--- src/hdl/plcm_pkg.sv ---
// Shared constants, types and codes of the piecewise-linear contrast map.
package plcm_pkg;

   localparam int MAX_POINTS  = 64;
   localparam int ADDR_BITS   = $clog2(MAX_POINTS);
   localparam int COUNT_BITS  = 7;
   localparam int SAMPLE_BITS = 16;
   localparam int FRAC_BITS   = 8;
   localparam int OUT_BITS    = SAMPLE_BITS + FRAC_BITS;
   // Dividend of the interpolation: |dy| * dist, scaled by the fraction bits.
   localparam int DIV_BITS    = 2 * SAMPLE_BITS + FRAC_BITS;
   localparam int DIV_CNT_BITS = $clog2(DIV_BITS);
   // Shared subtractor: wide enough for any difference of two samples and
   // for a shifted remainder minus the divisor.
   localparam int SUB_BITS    = SAMPLE_BITS + 2;

   typedef logic signed [SAMPLE_BITS-1:0] sample_type;
   typedef logic        [ADDR_BITS-1:0]   index_type;
   typedef logic        [COUNT_BITS-1:0]  count_type;
   typedef logic signed [OUT_BITS-1:0]    result_type;
   typedef logic        [1:0]             flag_type;
   typedef logic                          op_type;

   localparam count_type RESET_POINT_COUNT = count_type'(2);

   localparam op_type OP_LOAD = 1'b0;
   localparam op_type OP_MAP  = 1'b1;

   localparam flag_type FLAG_INTERP     = 2'd0;
   localparam flag_type FLAG_CLAMP_LOW  = 2'd1;
   localparam flag_type FLAG_CLAMP_HIGH = 2'd2;

endpackage

--- src/hdl/plcm_if.sv ---
// Handshake channels of the piecewise-linear contrast map: request, response, register write.
interface plcm_req_if;
   logic                 valid;
   logic                 ready;
   plcm_pkg::op_type     op;
   plcm_pkg::index_type  point_index;
   plcm_pkg::sample_type point_x;
   plcm_pkg::sample_type point_y;
   plcm_pkg::sample_type sample;

   modport source (output valid, op, point_index, point_x, point_y, sample, input ready);
   modport sink   (input valid, op, point_index, point_x, point_y, sample, output ready);
endinterface

interface plcm_rsp_if;
   logic                 valid;
   logic                 ready;
   plcm_pkg::result_type mapped_value;
   plcm_pkg::flag_type   range_flag;

   modport source (output valid, mapped_value, range_flag, input ready);
   modport sink   (input valid, mapped_value, range_flag, output ready);
endinterface

interface plcm_csr_if;
   logic                valid;
   logic                ready;
   plcm_pkg::count_type point_count;

   modport source (output valid, point_count, input ready);
   modport sink   (input valid, point_count, output ready);
endinterface

--- src/hdl/piecewise_linear_contrast_map.sv ---
// Top level of the piecewise-linear contrast map: breakpoint table, sequencer and shared subtractor.
//
//   channel  direction  payload                                        transfer when
//   req_ch   in         op, point_index, point_x, point_y, sample      valid & ready
//   rsp_ch   out        mapped_value, range_flag                       valid & ready
//   csr_ch   in         point_count                                    valid & ready
//
// A load item is written straight into the table and the block stays ready for the next item.
// A map item ends clamped low after the compare with the first breakpoint, clamped
// high after the compare with the last breakpoint in use, and otherwise goes on to
// a linear search for the segment and an interpolation. The search reads the table one
// entry per cycle through its single read port, and the quotient comes out of a
// restoring division of 40 steps, one bit per cycle, on the shared subtractor.
// Reset is synchronous and clears the sequencer, the response valid and the point
// count (back to two); the table holds whatever it held until it is written.
// A stalled response stays in the output register while the next item is taken;
// a finished map result waits in its last state until that register is free.
module piecewise_linear_contrast_map (
   input logic       clock,
   input logic       reset,
   plcm_req_if.sink  req_ch,
   plcm_rsp_if.source rsp_ch,
   plcm_csr_if.sink  csr_ch
);
   import plcm_pkg::*;

   // Sequencer states.
   localparam logic [3:0] ST_IDLE = 4'd0;   // waiting for a request
   localparam logic [3:0] ST_CHK0 = 4'd1;   // compare with the first breakpoint
   localparam logic [3:0] ST_CHKN = 4'd2;   // compare with the last breakpoint in use
   localparam logic [3:0] ST_SRCH = 4'd3;   // linear search for the segment
   localparam logic [3:0] ST_DX   = 4'd4;   // x1 - x0
   localparam logic [3:0] ST_DY   = 4'd5;   // y1 - y0, split into sign and magnitude
   localparam logic [3:0] ST_DIST = 4'd6;   // sample - x0
   localparam logic [3:0] ST_MUL  = 4'd7;   // |dy| * dist, loads the dividend
   localparam logic [3:0] ST_DIV  = 4'd8;   // one quotient bit per cycle
   localparam logic [3:0] ST_FIN  = 4'd9;   // y0 scaled, plus or minus the quotient
   localparam logic [3:0] ST_DONE = 4'd10;  // hand the result to the output register

   logic [3:0] state_ff, state_in;

   // The breakpoint table keeps x in the upper half of a word and y in the lower.
   logic [2*SAMPLE_BITS-1:0] curve_mem [MAX_POINTS];
   logic [2*SAMPLE_BITS-1:0] rd_data_ff;
   index_type                rd_addr;
   sample_type               rd_x, rd_y;

   count_type  point_count_ff, point_count_in;
   count_type  active_points;
   index_type  last_index;

   sample_type sample_ff, sample_in;
   index_type  last_ff, last_in;
   index_type  idx_ff, idx_in;
   sample_type prev_x_ff, prev_x_in, prev_y_ff, prev_y_in;
   sample_type cur_x_ff, cur_x_in, cur_y_ff, cur_y_in;
   logic [SAMPLE_BITS-1:0]  dx_ff, dx_in;
   logic [SAMPLE_BITS-1:0]  dy_mag_ff, dy_mag_in;
   logic                    dy_neg_ff, dy_neg_in;
   logic [SAMPLE_BITS-1:0]  dist_ff, dist_in;
   logic [DIV_BITS-1:0]     quo_ff, quo_in;
   logic [SAMPLE_BITS-1:0]  rem_ff, rem_in;
   logic [DIV_CNT_BITS-1:0] cnt_ff, cnt_in;
   result_type result_ff, result_in;
   flag_type   flag_ff, flag_in;

   logic       rsp_valid_ff, rsp_valid_in;
   result_type rsp_value_ff, rsp_value_in;
   flag_type   rsp_flag_ff, rsp_flag_in;

   // Shared subtractor and the operands the sequencer steers into it.
   logic signed [SUB_BITS-1:0] sub_a, sub_b, sub_diff;
   logic                       diff_neg, diff_zero;
   logic [SAMPLE_BITS:0]       rem_shift;
   logic signed [SUB_BITS-1:0] dy_abs;
   result_type                 y0_scaled;
   result_type                 quotient;

   logic req_accept;
   logic load_accept;
   logic map_accept;
   logic out_free;

   assign req_accept  = req_ch.valid && req_ch.ready;
   assign load_accept = req_accept && (req_ch.op == OP_LOAD);
   assign map_accept  = req_accept && (req_ch.op == OP_MAP);
   assign out_free    = !rsp_valid_ff || rsp_ch.ready;

   assign req_ch.ready        = (state_ff == ST_IDLE);
   assign csr_ch.ready        = 1'b1;
   assign rsp_ch.valid        = rsp_valid_ff;
   assign rsp_ch.mapped_value = rsp_value_ff;
   assign rsp_ch.range_flag   = rsp_flag_ff;

   // A zero count behaves as one breakpoint, and a count past the table saturates.
   always_comb begin
      if (point_count_ff == '0) begin
         active_points = count_type'(1);
      end else if (point_count_ff > count_type'(MAX_POINTS)) begin
         active_points = count_type'(MAX_POINTS);
      end else begin
         active_points = point_count_ff;
      end
   end

   always_comb begin
      count_type last_wide;
      last_wide  = active_points - count_type'(1);
      last_index = last_wide[ADDR_BITS-1:0];
   end

   assign rd_x = rd_data_ff[2*SAMPLE_BITS-1:SAMPLE_BITS];
   assign rd_y = rd_data_ff[SAMPLE_BITS-1:0];

   // The read address is steered ahead of the state that uses the data, since the table read is registered.
   always_comb begin
      unique case (state_ff)
         ST_IDLE: rd_addr = '0;
         ST_CHK0: rd_addr = last_ff;
         ST_CHKN: rd_addr = index_type'(1);
         ST_SRCH: rd_addr = idx_ff + index_type'(1);
         default: rd_addr = idx_ff;
      endcase
   end

   always_ff @(posedge clock) begin
      if (load_accept) begin
         curve_mem[req_ch.point_index] <= {req_ch.point_x, req_ch.point_y};
      end
      rd_data_ff <= curve_mem[rd_addr];
   end

   assign rem_shift = {rem_ff, quo_ff[DIV_BITS-1]};

   always_comb begin
      unique case (state_ff)
         ST_DX: begin
            sub_a = SUB_BITS'(cur_x_ff);
            sub_b = SUB_BITS'(prev_x_ff);
         end
         ST_DY: begin
            sub_a = SUB_BITS'(cur_y_ff);
            sub_b = SUB_BITS'(prev_y_ff);
         end
         ST_DIST: begin
            sub_a = SUB_BITS'(sample_ff);
            sub_b = SUB_BITS'(prev_x_ff);
         end
         ST_DIV: begin
            sub_a = {1'b0, rem_shift};
            sub_b = {2'b00, dx_ff};
         end
         default: begin
            sub_a = SUB_BITS'(sample_ff);
            sub_b = SUB_BITS'(rd_x);
         end
      endcase
   end

   assign sub_diff  = sub_a - sub_b;
   assign diff_neg  = sub_diff[SUB_BITS-1];
   assign diff_zero = (sub_diff == '0);
   assign dy_abs    = diff_neg ? -sub_diff : sub_diff;
   assign y0_scaled = {prev_y_ff, FRAC_BITS'(0)};
   assign quotient  = quo_ff[OUT_BITS-1:0];

   always_comb begin
      state_in       = state_ff;
      point_count_in = point_count_ff;
      sample_in      = sample_ff;
      last_in        = last_ff;
      idx_in         = idx_ff;
      prev_x_in      = prev_x_ff;
      prev_y_in      = prev_y_ff;
      cur_x_in       = cur_x_ff;
      cur_y_in       = cur_y_ff;
      dx_in          = dx_ff;
      dy_mag_in      = dy_mag_ff;
      dy_neg_in      = dy_neg_ff;
      dist_in        = dist_ff;
      quo_in         = quo_ff;
      rem_in         = rem_ff;
      cnt_in         = cnt_ff;
      result_in      = result_ff;
      flag_in        = flag_ff;
      rsp_value_in   = rsp_value_ff;
      rsp_flag_in    = rsp_flag_ff;
      rsp_valid_in   = rsp_valid_ff && !rsp_ch.ready;

      if (csr_ch.valid && csr_ch.ready) begin
         point_count_in = csr_ch.point_count;
      end

      unique case (state_ff)
         ST_IDLE: begin
            if (map_accept) begin
               sample_in = req_ch.sample;
               last_in   = last_index;
               state_in  = ST_CHK0;
            end
         end
         ST_CHK0: begin
            prev_x_in = rd_x;
            prev_y_in = rd_y;
            if (diff_neg || diff_zero) begin
               result_in = {rd_y, FRAC_BITS'(0)};
               flag_in   = FLAG_CLAMP_LOW;
               state_in  = ST_DONE;
            end else begin
               state_in  = ST_CHKN;
            end
         end
         ST_CHKN: begin
            if (!diff_neg) begin
               result_in = {rd_y, FRAC_BITS'(0)};
               flag_in   = FLAG_CLAMP_HIGH;
               state_in  = ST_DONE;
            end else begin
               idx_in    = index_type'(1);
               state_in  = ST_SRCH;
            end
         end
         ST_SRCH: begin
            // Keep going while this breakpoint is not the last and lies below the sample.
            if ((idx_ff != last_ff) && !diff_neg && !diff_zero) begin
               prev_x_in = rd_x;
               prev_y_in = rd_y;
               idx_in    = idx_ff + index_type'(1);
            end else begin
               cur_x_in  = rd_x;
               cur_y_in  = rd_y;
               state_in  = ST_DX;
            end
         end
         ST_DX: begin
            dx_in    = sub_diff[SAMPLE_BITS-1:0];
            state_in = ST_DY;
         end
         ST_DY: begin
            dy_neg_in = diff_neg;
            dy_mag_in = dy_abs[SAMPLE_BITS-1:0];
            state_in  = ST_DIST;
         end
         ST_DIST: begin
            dist_in  = sub_diff[SAMPLE_BITS-1:0];
            state_in = ST_MUL;
         end
         ST_MUL: begin
            // The product keeps its full width of two samples.
            quo_in   = {(2*SAMPLE_BITS)'(dy_mag_ff) * (2*SAMPLE_BITS)'(dist_ff),
                        FRAC_BITS'(0)};
            rem_in   = '0;
            cnt_in   = '0;
            state_in = ST_DIV;
         end
         ST_DIV: begin
            if (!diff_neg) begin
               rem_in = sub_diff[SAMPLE_BITS-1:0];
               quo_in = {quo_ff[DIV_BITS-2:0], 1'b1};
            end else begin
               rem_in = rem_shift[SAMPLE_BITS-1:0];
               quo_in = {quo_ff[DIV_BITS-2:0], 1'b0};
            end
            cnt_in = cnt_ff + DIV_CNT_BITS'(1);
            if (cnt_ff == DIV_CNT_BITS'(DIV_BITS - 1)) begin
               state_in = ST_FIN;
            end
         end
         ST_FIN: begin
            result_in = dy_neg_ff ? (y0_scaled - quotient) : (y0_scaled + quotient);
            flag_in   = FLAG_INTERP;
            state_in  = ST_DONE;
         end
         ST_DONE: begin
            if (out_free) begin
               rsp_valid_in = 1'b1;
               rsp_value_in = result_ff;
               rsp_flag_in  = flag_ff;
               state_in     = ST_IDLE;
            end
         end
         default: begin
            state_in = ST_IDLE;
         end
      endcase
   end

   always_ff @(posedge clock) begin
      if (reset) begin
         state_ff       <= ST_IDLE;
         point_count_ff <= RESET_POINT_COUNT;
         rsp_valid_ff   <= 1'b0;
      end else begin
         state_ff       <= state_in;
         point_count_ff <= point_count_in;
         rsp_valid_ff   <= rsp_valid_in;
      end
   end

   always_ff @(posedge clock) begin
      sample_ff    <= sample_in;
      last_ff      <= last_in;
      idx_ff       <= idx_in;
      prev_x_ff    <= prev_x_in;
      prev_y_ff    <= prev_y_in;
      cur_x_ff     <= cur_x_in;
      cur_y_ff     <= cur_y_in;
      dx_ff        <= dx_in;
      dy_mag_ff    <= dy_mag_in;
      dy_neg_ff    <= dy_neg_in;
      dist_ff      <= dist_in;
      quo_ff       <= quo_in;
      rem_ff       <= rem_in;
      cnt_ff       <= cnt_in;
      result_ff    <= result_in;
      flag_ff      <= flag_in;
      rsp_value_ff <= rsp_value_in;
      rsp_flag_ff  <= rsp_flag_in;
   end

   // A map request always starts the sequencer and closes the request side.
   a_map_starts: assert property (@(posedge clock) disable iff (reset)
      map_accept |=> (state_ff == ST_CHK0) && !req_ch.ready)
      else $error("map request did not start the sequencer");

   // A new response only comes out of the final sequencer state.
   a_rsp_source: assert property (@(posedge clock) disable iff (reset)
      (rsp_valid_ff && !$past(rsp_valid_ff && !rsp_ch.ready)) |-> $past(state_ff) == ST_DONE)
      else $error("response raised outside the final state");

   // The quotient is finished only after the full count of division steps.
   a_div_length: assert property (@(posedge clock) disable iff (reset)
      (state_ff == ST_FIN) |->
         ($past(state_ff) == ST_DIV) && ($past(cnt_ff) == DIV_CNT_BITS'(DIV_BITS - 1)))
      else $error("division left before its last step");

   // While the output is stalled, a finished result stays in the final state and its register holds.
   a_done_holds: assert property (@(posedge clock) disable iff (reset)
      ((state_ff == ST_DONE) && !out_free) |=> (state_ff == ST_DONE) && $stable(result_ff))
      else $error("finished result lost while the output was stalled");

endmodule
--- src/flat_wrapper.sv ---
// flat-port wrapper written by rule: the top's interface ports become plain ports
module piecewise_linear_contrast_map_flat import plcm_pkg::*;
  (clock, reset, req_ch_valid, req_ch_op, req_ch_point_index, req_ch_point_x, req_ch_point_y, req_ch_sample, req_ch_ready, rsp_ch_valid, rsp_ch_mapped_value, rsp_ch_range_flag, rsp_ch_ready, csr_ch_valid, csr_ch_point_count, csr_ch_ready);
  plcm_req_if req_ch_i ();
  plcm_rsp_if rsp_ch_i ();
  plcm_csr_if csr_ch_i ();
  input logic clock;
  input logic reset;
  input wire logic [$bits(req_ch_i.valid)-1:0] req_ch_valid;
  input wire logic [$bits(req_ch_i.op)-1:0] req_ch_op;
  input wire logic [$bits(req_ch_i.point_index)-1:0] req_ch_point_index;
  input wire logic [$bits(req_ch_i.point_x)-1:0] req_ch_point_x;
  input wire logic [$bits(req_ch_i.point_y)-1:0] req_ch_point_y;
  input wire logic [$bits(req_ch_i.sample)-1:0] req_ch_sample;
  output wire logic [$bits(req_ch_i.ready)-1:0] req_ch_ready;
  output wire logic [$bits(rsp_ch_i.valid)-1:0] rsp_ch_valid;
  output wire logic [$bits(rsp_ch_i.mapped_value)-1:0] rsp_ch_mapped_value;
  output wire logic [$bits(rsp_ch_i.range_flag)-1:0] rsp_ch_range_flag;
  input wire logic [$bits(rsp_ch_i.ready)-1:0] rsp_ch_ready;
  input wire logic [$bits(csr_ch_i.valid)-1:0] csr_ch_valid;
  input wire logic [$bits(csr_ch_i.point_count)-1:0] csr_ch_point_count;
  output wire logic [$bits(csr_ch_i.ready)-1:0] csr_ch_ready;
  assign req_ch_i.valid = req_ch_valid;
  assign req_ch_i.op = req_ch_op;
  assign req_ch_i.point_index = req_ch_point_index;
  assign req_ch_i.point_x = req_ch_point_x;
  assign req_ch_i.point_y = req_ch_point_y;
  assign req_ch_i.sample = req_ch_sample;
  assign req_ch_ready = req_ch_i.ready;
  assign rsp_ch_valid = rsp_ch_i.valid;
  assign rsp_ch_mapped_value = rsp_ch_i.mapped_value;
  assign rsp_ch_range_flag = rsp_ch_i.range_flag;
  assign rsp_ch_i.ready = rsp_ch_ready;
  assign csr_ch_i.valid = csr_ch_valid;
  assign csr_ch_i.point_count = csr_ch_point_count;
  assign csr_ch_ready = csr_ch_i.ready;
  piecewise_linear_contrast_map u_core (.clock(clock), .reset(reset), .req_ch(req_ch_i), .rsp_ch(rsp_ch_i), .csr_ch(csr_ch_i));
endmodule
--- config.mk ---
export PLATFORM = sky130hd
export DESIGN_NAME = piecewise_linear_contrast_map_flat
export DESIGN_NICKNAME = d
export VERILOG_FILES = /design/src/hdl/plcm_pkg.sv /design/src/hdl/plcm_if.sv /design/src/hdl/piecewise_linear_contrast_map.sv /design/src/flat_wrapper.sv
export SDC_FILE = /design/constraint.sdc
export NUM_CORES = 2
export LEC_CHECK = 0
export ABC_AREA = 1
export BUFFER_PORTS_ARGS = -buffer_cell sky130_fd_sc_hd__buf_2
export CAP_MARGIN = 20
export CORE_AREA = 3 3 494 496
export CTS_CLUSTER_SIZE = 16
export DETAILED_ROUTE_END_ITERATION = 6
export DIE_AREA = 0 0 497 499
export PLACE_DENSITY_LB_ADDON = 0.05
export SYNTH_ARGS = -nofsm -noshare
export SYNTH_HDL_FRONTEND = slang
export SYNTH_SLANG_ARGS = --single-unit
--- constraint.sdc ---
create_clock -name clock -period 19.05 [get_ports clock]
set_clock_uncertainty 0.15 [all_clocks]
set_input_delay 3.81 -clock clock [delete_from_list [all_inputs] [get_ports clock]]
set_output_delay 3.81 -clock clock [all_outputs]
set_load 0.03 [all_outputs]
==> impl_metrics.py <==
metrics = {
    "drt": {
        "vias_per_cell": 5.41,
        "finalWirelength_um": 313000,
        "drtAntennaViolNets": 0,
        "first_pass_iters": 6,
        "vias": 69500,
        "drc": 0,
        "wire_per_inst_um": 24.4,
        "drt_iter0_drc": 6274,
    },
    "floorplanning": {
        "die_width_um": 497,
        "start_util_pct": 44.9,
        "ios": 96,
        "dieArea_um2": 248000,
        "fp.dieH_um": 499,
        "core-area_um2": 240000,
        "row_count": 180,
    },
    "place": {
        "dp.cells": 12400,
        "portBuffers": 94,
        "dp_hpwl_um": 184000,
        "routabilityCongestion": 0.873,
    },
    "final_layout": {
        "nets": 9870,
        "synthToLayoutAreaGrowth_pct": 11.5,
        "drive_above_1_share_pct": 7.62,
        "fin_cells": 12800,
        "final_cell_mix": "2303 x edfxtp_1, 2107 x nand2_1, 1536 x inv_1",
        "final_common_cell": "edfxtp_1",
        "fill_cells": 21500,
    },
    "synth": {
        "syn_area_per_cell_um2": 11.4,
        "synth_fp_nets": 9867,
        "yosys_warnings": 0,
        "ys_ff_latch": 2347,
        "synth.cell_area_um2": 108000,
        "syn-instance-count": 9448,
        "synth.distinct_cells": 60,
        "yosysSeqAreaShare_pct": 64.9,
    },
    "cts": {
        "clkTransAtPathRegs_ps": 60,
        "postCtsSetupBuffers": 0,
        "cts_made_buffers": 276,
        "ctsResizeCount": 0,
        "tritoncts": "yes",
        "ctsHoldBuffers": 0,
        "htree_levels": 5,
        "clock_latency_ps": 910,
        "max-clock-path-buffers": 4,
        "root_buffer": "clkbuf_16",
        "clock-sinks": 2347,
    },
    "critical_path": {
        "worst_setup_path_start_kind": "flop",
        "worstSetupPathType": "reg -> reg",
        "critPathArrivalTime_ps": 7460,
        "cp-end-kind": "flop",
        "required_ps": 19690,
        "worstPathMaxFanout": 106,
    },
    "timing": {
        "finalSetupTns_ps": 0,
        "rsz0062_at_grt": "false",
        "fin_crit_ps": 6810,
        "fmax_mhz": 147,
        "max-slew-margin-rel_pct": 26.9,
        "setup_viol": 0,
        "finalHoldViolations": 0,
        "worst_pin_slew_ps": 1100,
        "finalCritPeriodShare_pct": 35.8,
        "slew_violations": 0,
        "hold_ws_ps": 269,
    },
    "global_route": {
        "grt_max_degree": 207,
        "grt_pass1_wl_um": 459000,
        "gr-usage-all-layers_pct": 25.0,
        "grt_pass1_vias": 67900,
        "grt_antenna_before_repair": 16,
        "gr-total-overflow": 0,
    },
    "flow_run": {
        "cap_violations": 0,
    },
    "pwr": {
        "leakage_uw": 0.0454,
        "powerDensity_nw_per_um2": 159,
        "irDropWorstVdd_mv": 0.183,
    },
    "hold_path": {
        "hold_class": "reg -> reg",
    },
    "status": {
        "status": "finished, final reports clean",
    },
}
worst max-delay path: stages, from the launching register on:
cell and delay, ps:
dfxtp_1 390, nor2_4 220, inv_6 120, nor2_4 270, nand2_1 140, nand3_4 660
buf_4 740, buf_4 730, buf_4 890, buf_4 880, nand2_1 110, o211ai_1 120
nand3_1 130, nand2_1 110, nand2_1 50, nand3_1 300, nand3_1 160, nand2_1 270
cell usage after synthesis, drive strengths merged:
library cell	count	share of area, %
mux2i	1	0.0093
xor2	37	0.30
nor3b	1	0.0070
a21o	4	0.028
nor2	224	0.84
buf	345	1.6
conb	1	0.0035
clkinv	1	0.0035
dfxtp	44	0.82
a211oi	5	0.035
nand2	2114	7.4
fa	196	3.6
nand4	32	0.19
o22ai	2	0.012
or2	11	0.064
nor4	8	0.046
and3	1	0.0058
edfxtp	2303	64
a22o	2	0.016
and2	4	0.023
ha	156	1.8
o21bai	9	0.063
clkbuf	200	0.70
nand3	862	4.0
o211ai	1032	7.2
o31ai	3	0.021
a221oi	6	0.065
a31oi	8	0.046
o21ai	105	0.49
a21boi	3	0.021
a22oi	9	0.067
o2111ai	2	0.016
o221ai	1	0.0081
a41oi	11	0.089
o21a	7	0.049
xnor2	17	0.14
nor3	23	0.11
a21oi	101	0.47
o41ai	1	0.0081
nand3b	5	0.035
or3b	1	0.0081
inv	1550	5.4
logic make-up after synthesis:
family / count (synthesis) / share of synthesized area (%)
AOI/OAI and AO/OA: 1311 / 8.69
xor gates and xnor gates: 54 / 0.439
adders and majority gates: 352 / 5.45
buffers and inverters: 2096 / 7.75
DFF: 2347 / 64.9
muxes: 1 / 0.00928
other: 1 / 0.00348
and+or+nand+nor: 3286 / 12.7
metrics by stage:
step / cell area, um^2 / util [%] / setup WS (ps) / power [uW]
finish: 120000 / 50.1 / 12240 / 19100
CTS: 120000 / 50.0 / 12230 / 19200
detailed placement: 112000 / 46.6 / 12020 / 14300
floorplan: 108000 / - / 12690 / 11400
global route: 120000 / 50.1 / 11730 / 20200
global placement: 112000 / 46.5 / 12050 / 14300
sequential cells by signal, indices dropped and copies added (netlist names), 24 cells and up:
| register | cells |
|---|---|
| u_core.curve_mem | 2048 |
| u_core.result_ff | 24 |
| u_core.quo_ff | 40 |
| u_core.rsp_ch.mapped_value | 24 |
| u_core.rd_data_ff | 32 |
metal layers:
metal	global-route usage, %	part of all wire (%)
met5	0	0
met3	2.68	4.9
met2	43.0	49
met1	33.2	42
met4	8.02	3.3
worst paths after layout:
path | startpoint | depth (start not counted) | to | slack [ps]
hold / removal | u_core.result_ff[2] | 0 | u_core.rsp_ch.mapped_value[2] | 270
setup / recovery | u_core.state_ff[2] | 17 | u_core.rd_data_ff[9] | 12240
hold reg to reg | u_core.result_ff[2] | 0 | u_core.rsp_ch.mapped_value[2] | 270
setup reg to reg | u_core.state_ff[2] | 17 | u_core.rd_data_ff[9] | 12240
power breakdown:
group | switching, uW | internal [uW]
clock | 2030 | 2880
combinational | 5920 | 2060
sequential | 158 | 6030
total | 8110 | 11000
final cells by class:
| class | instances | area (um^2) | area share, % |
|---|---|---|---|
| tap | 3185 | 3990 | 3.31 |
| multi-input combinational | 5005 | 30000 | 25.0 |
| clock buffer | 367 | 7480 | 6.22 |
| antenna | 9 | 22.5 | 0.0187 |
| timing repair buffer | 270 | 2070 | 1.72 |
| inverter | 1551 | 5850 | 4.87 |
| sequential | 2347 | 70000 | 58.3 |
| clock inverter | 103 | 743 | 0.618 |
Note: power is estimated with default switching activity, not from simulation.
